[src/rtl/scc_pkg.sv]
// ----------------------------------------------------------------------------
// Sphere/capsule collision package
// Pipeline depth and the case flags shared between the pipeline modules.
// ----------------------------------------------------------------------------
package scc_pkg;

  localparam int NUM_STAGES = 7;

  typedef struct packed {
    logic sel_start;
    logic sel_end;
    logic hit_start;
    logic hit_end;
  } scc_flags_t;

endpackage

[src/rtl/scc_ctrl.sv]
// ----------------------------------------------------------------------------
// Sphere/capsule collision pipeline control
// Per-stage valid bits and the load-enable chain that lets bubbles collapse.
// ----------------------------------------------------------------------------
module scc_ctrl import scc_pkg::*; (
  input  logic                  clk,
  input  logic                  rst_n,
  input  logic                  in_valid,
  output logic                  in_stall,
  output logic                  out_valid,
  input  logic                  out_stall,
  output logic [NUM_STAGES-1:0] stage_en
);

  logic [NUM_STAGES-1:0] vld_r;
  logic [NUM_STAGES-1:0] vld_nxt;

  always_comb begin
    stage_en[NUM_STAGES-1] = !vld_r[NUM_STAGES-1] || !out_stall;
    for (int k = NUM_STAGES - 2; k >= 0; k--) begin
      stage_en[k] = !vld_r[k] || stage_en[k+1];
    end
  end

  always_comb begin
    vld_nxt = vld_r;
    if (stage_en[0]) begin
      vld_nxt[0] = in_valid;
    end
    for (int k = 1; k < NUM_STAGES; k++) begin
      if (stage_en[k]) begin
        vld_nxt[k] = vld_r[k-1];
      end
    end
  end

  always_ff @(posedge clk) begin
    if (!rst_n) begin
      vld_r <= '0;
    end else begin
      vld_r <= vld_nxt;
    end
  end

  assign in_stall  = !stage_en[0];
  assign out_valid = vld_r[NUM_STAGES-1];

endmodule

[config.mk]
export PLATFORM = sky130hd
export DESIGN_NAME = scc_ctrl
export DESIGN_NICKNAME = d
export VERILOG_FILES = /design/src/rtl/scc_pkg.sv /design/src/rtl/scc_ctrl.sv
export SDC_FILE = /design/constraint.sdc
export NUM_CORES = 1
export LEC_CHECK = 0
export BUFFER_PORTS_ARGS = -buffer_cell sky130_fd_sc_hd__buf_2
export CAP_MARGIN = 20
export CORE_AREA = 10 10 47 49
export DETAILED_ROUTE_END_ITERATION = 10
export DIE_AREA = 0 0 57 59
export GPL_TIMING_DRIVEN = 0
export PLACE_DENSITY_LB_ADDON = 0.25
export SLEW_MARGIN = 40
export SYNTH_ARGS = -nofsm -noshare
export SYNTH_HDL_FRONTEND = slang
export SYNTH_SLANG_ARGS = --single-unit
[constraint.sdc]
create_clock -name clk -period 0.99 [get_ports clk]
set_input_delay 0.198 -clock clk [delete_from_list [all_inputs] [get_ports clk]]
set_output_delay 0.198 -clock clk [all_outputs]
set_load 0.02 [all_outputs]
* Yosys cells after proc, flatten, opt, wreduce, memory -nomap -nowiden
Index checks and enable logic that the tools add are counted.
** Word-level totals
- Register bits :: 7
- Input port bits :: 4
- Output and inout port bits :: 9
- Logic and storage cells :: 23
** Cells by class
- Reductions and logical operators :: 16
** Operators with widths (number)
- $logic_not A1 Y1 :: 9
- $logic_or A1 B1 Y1 :: 7

* Logic depth before layout (Yosys ltp)
- Depth in word-level cells :: 9
- Depth in mapped cells :: 4
- Gate-level depth less buffers :: 4

* Least setup slack after synthesis
No wires, ideal clock.
- Path kind :: register to output
- Start point :: register vld_r[6]
- End point :: output stage_en[0]
- Data arrival time :: 1.253 ns
- Required time :: 0.792 ns
- Path slack :: -0.461 ns
- Stages on the path, launching flop included :: 5
- Path buffers :: 0
- Cells stage by stage :: dfxtp_1 -> and3_4 -> inv_4 -> nor3_4 -> inv_1
** Between the ends
- Word-level cells in the longest chain between the ends :: 8
** RTL lines
- start, declared :: line scc_ctrl.sv:15 : logic [NUM_STAGES-1:0] vld_r;
- start signal, assigned :: line scc_ctrl.sv:41 : vld_r <= vld_nxt;
- $logic_not A1 Y1 :: line scc_ctrl.sv:19 : stage_en[NUM_STAGES-1] = !vld_r[NUM_STAGES-1] || !out_stall;
- $logic_or A1 B1 Y1 :: line scc_ctrl.sv:19
- $logic_or A1 B1 Y1 :: line scc_ctrl.sv:21 : stage_en[k] = !vld_r[k] || stage_en[k+1];
- via stage_en[5] :: line scc_ctrl.sv:12 : output logic [NUM_STAGES-1:0] stage_en
- $logic_or A1 B1 Y1 (5 in series) :: line scc_ctrl.sv:21
- end, declared :: line scc_ctrl.sv:12
The timed path passes the listed nets, and every way through them passes these cells.

* Worst setup path in the final report
- Start point :: register vld_r[6]
- End point :: output stage_en[0]
** Between the ends
- Word-level cells in the longest chain between the ends :: 8
** RTL lines (line)
- $logic_not A1 Y1 :: scc_ctrl.sv:19
- $logic_or A1 B1 Y1 :: scc_ctrl.sv:19
- $logic_or A1 B1 Y1 (6 in series) :: scc_ctrl.sv:21
No other way between the ends.

==> flow_summary.toml <==
[floorplan]
fp.dieW_um = 57
die_y_um = 59
rows = 14
core_sq_um = 1400
ioPinCount = 13
initial_utilization = 0.201
die_area_sq_um = 3360

[clock_tree]
clockBufferDepth = 2
cts.clk_slew.worst_paths_ns = 0.05
cts_tree = "done"
clock-sinks = 7
clkLatencyLatePin_ns = 0.25
cts_buffers = 3
htree_num_levels = 1
cts-root-buf = "clkbuf_4"

[pwr]
power.total_uw = 569
p_per_area_nw_per_um2 = 1000
p_leak_nw = 0.253
worst_ir_drop_vdd_uv = 657

[sta]
fin_crit_ns = 1.44
finalHoldViolations = 0
fin_skew_ns = 0.00438
setup_ws_ns = -0.445
slew_violations = 0
rsz0062_at_grt = "yes"
tightest_slew_ns = 0.208
slew_headroom = 0.861
finalCritPeriodShare = 1.45
finalSetupViolCount = 13
max_freq_ghz = 0.697
tns_ns = -3.36

[routing]
vias = 302
wl_per_cell_um = 10.9
vias_per_cell = 4.14
first_pass_iters = 3
ant_nets = 0
drcViolationCount = 0
wirelength_um = 797
drt_iter0_markers = 2

[setup_path]
cp_data_arrival_time_ns = 1.24
reg2reg_depth = 5
r2r_end = "vld_r[0]"
cp-end-kind = "primary output"
r2r_start = "vld_r[6]"
setup.worst_path.class = "register to primary output"
required_ns = 0.79
cp_max_fo = 3
startpoint_type = "register"
ff2ff_setup_slack_ns = -0.11

[place]
place.gp.congestion = 0.658
dp_slack_ns = -0.233
io_buffers = 12
dp_hpwl_um = 512

[worst_hold_path]
hold-path-cell-count = 2
hp-class = "input port to register"
hold_start = "in_valid"
holdPathEnd = "vld_r[0]"

[synthesis]
syn_avg_cell_area_sq_um = 9.38
synth_top_cell_by_area = "dfxtp_1"
synth_cell_types = 14
postSynthCellCount = 30
synth_fp_nets = 34
yosysSeqAreaShare = 0.498
synth.cell_area_sq_um = 282
synth_top_area_share = 0.498
synth_area_leaders = "dfxtp_1 (50%), inv_1 (8.0%), o21a_1 (8.0%)"
ys_ff_latch = 7
ys_warn_count = 0

[grt]
grt_start_max_net_pins = 8
antenna_found_initial = 0
grt_pass1_wl_um = 1280
track_usage = 0.0494
grt_pass1_vias = 299
grt_overflow = 0

[finish]
reg_top3 = "vld_r (7)"
top_register = "vld_r"
diodes = 0
syn2layout_area_growth_pct = 101
drive_gt1_frac = 0.719
final_net_count = 62
largest_reg_flops = 7

[outcome]
failed_checks = "setup timing"
status = "finished, violations left"

[flow_run]
drv_cap = 0
-- worst max-delay path, cell delays in order (launching register included) --
cell     delay [ns]
dfxtp_4        0.34
and3_4         0.21
inv_6          0.04
nor3_4         0.21
inv_2          0.05
buf_6          0.13
-- logic make-up (layout without fill, tap and decap cells) --
logic type | after synthesis | in the layout | synth area share
and+or+nand+nor | 9 | 9 | 0.222
AOI/OAI and AO/OA | 7 | 7 | 0.178
DFF | 7 | 7 | 0.498
buffers and inverters | 7 | 34 | 0.102
-- cell usage after synthesis, drive strengths merged --
library cell / n
a21boi: 3
a21oi: 1
and3: 1
dfxtp: 7
inv: 7
nand2: 2
nand3: 1
nand4: 2
nor2: 1
nor2b: 1
nor3: 1
o21a: 3
-- power breakdown --
part / switching [mW] / internal [mW]
logic: 0.0129 / 0.0137
registers: 0.00338 / 0.287
clock network: 0.0987 / 0.153
-- how the worst max path moves through the flow --
stage | startpoint | to | slack (ns) | cells after the start
6_report | vld_r[6] | stage_en[0] | -0.45 | 5
3_3_place_gp | vld_r[6] | in_stall | -0.24 | 4
4_1_cts | vld_r[6] | stage_en[0] | -0.44 | 5
2_1_floorplan | vld_r[6] | stage_en[0] | -0.30 | 4
5_1_grt | vld_r[6] | stage_en[0] | -0.52 | 5
3_5_place_dp | vld_r[6] | in_stall | -0.23 | 4
-- final cells by class --
type                            count  area [sq um]
Fill cell                         154           835
Timing Repair Buffer               23           206
Sequential cell                     7           149
Multi-Input combinational cell     16           134
Inverter                            7          31.3
Clock buffer                        4          26.3
Tap cell                           16          20.0
-- cells in the final DEF, fill, tap and decap left out, drive strengths merged --
cell type,count
a21oi,1
buf,23
a21boi,3
nor3,1
and3,1
dfxtp,7
nand4,2
nand2,2
clkbuf,4
nor2b,1
nor2,1
nand3,1
inv,7
o21a,3
-- per-stage QoR --
| stage | util | instances | hold slack, ns | instance area (sq um) |
|---|---|---|---|---|
| after floorplan | - | 30 | 0.308 | 288 |
| after global placement | 0.263 | 58 | 0.397 | 368 |
| after detailed placement | 0.263 | 58 | 0.398 | 368 |
| after CTS | 0.380 | 71 | 0.153 | 533 |
| after global routing | 0.404 | 73 | 0.145 | 567 |
| final | 0.404 | 73 | 0.159 | 567 |
-- timing repair --
action,4_1_cts,5_1_grt
hold buffers,0,0
setup endpoints to repair,9,13
gates resized for setup,25,6
pin swaps,5,2
setup buffers,9,2
-- layer usage --
metal  share of wire  track usage  up-vias
met1            0.42       0.0502      141
met2            0.47       0.0744       11
met3            0.10       0.0451        0
li1                -            -      150
met5               0            0        -
met4               0       0.0101        0
Power figures use the tool's default switching activity.
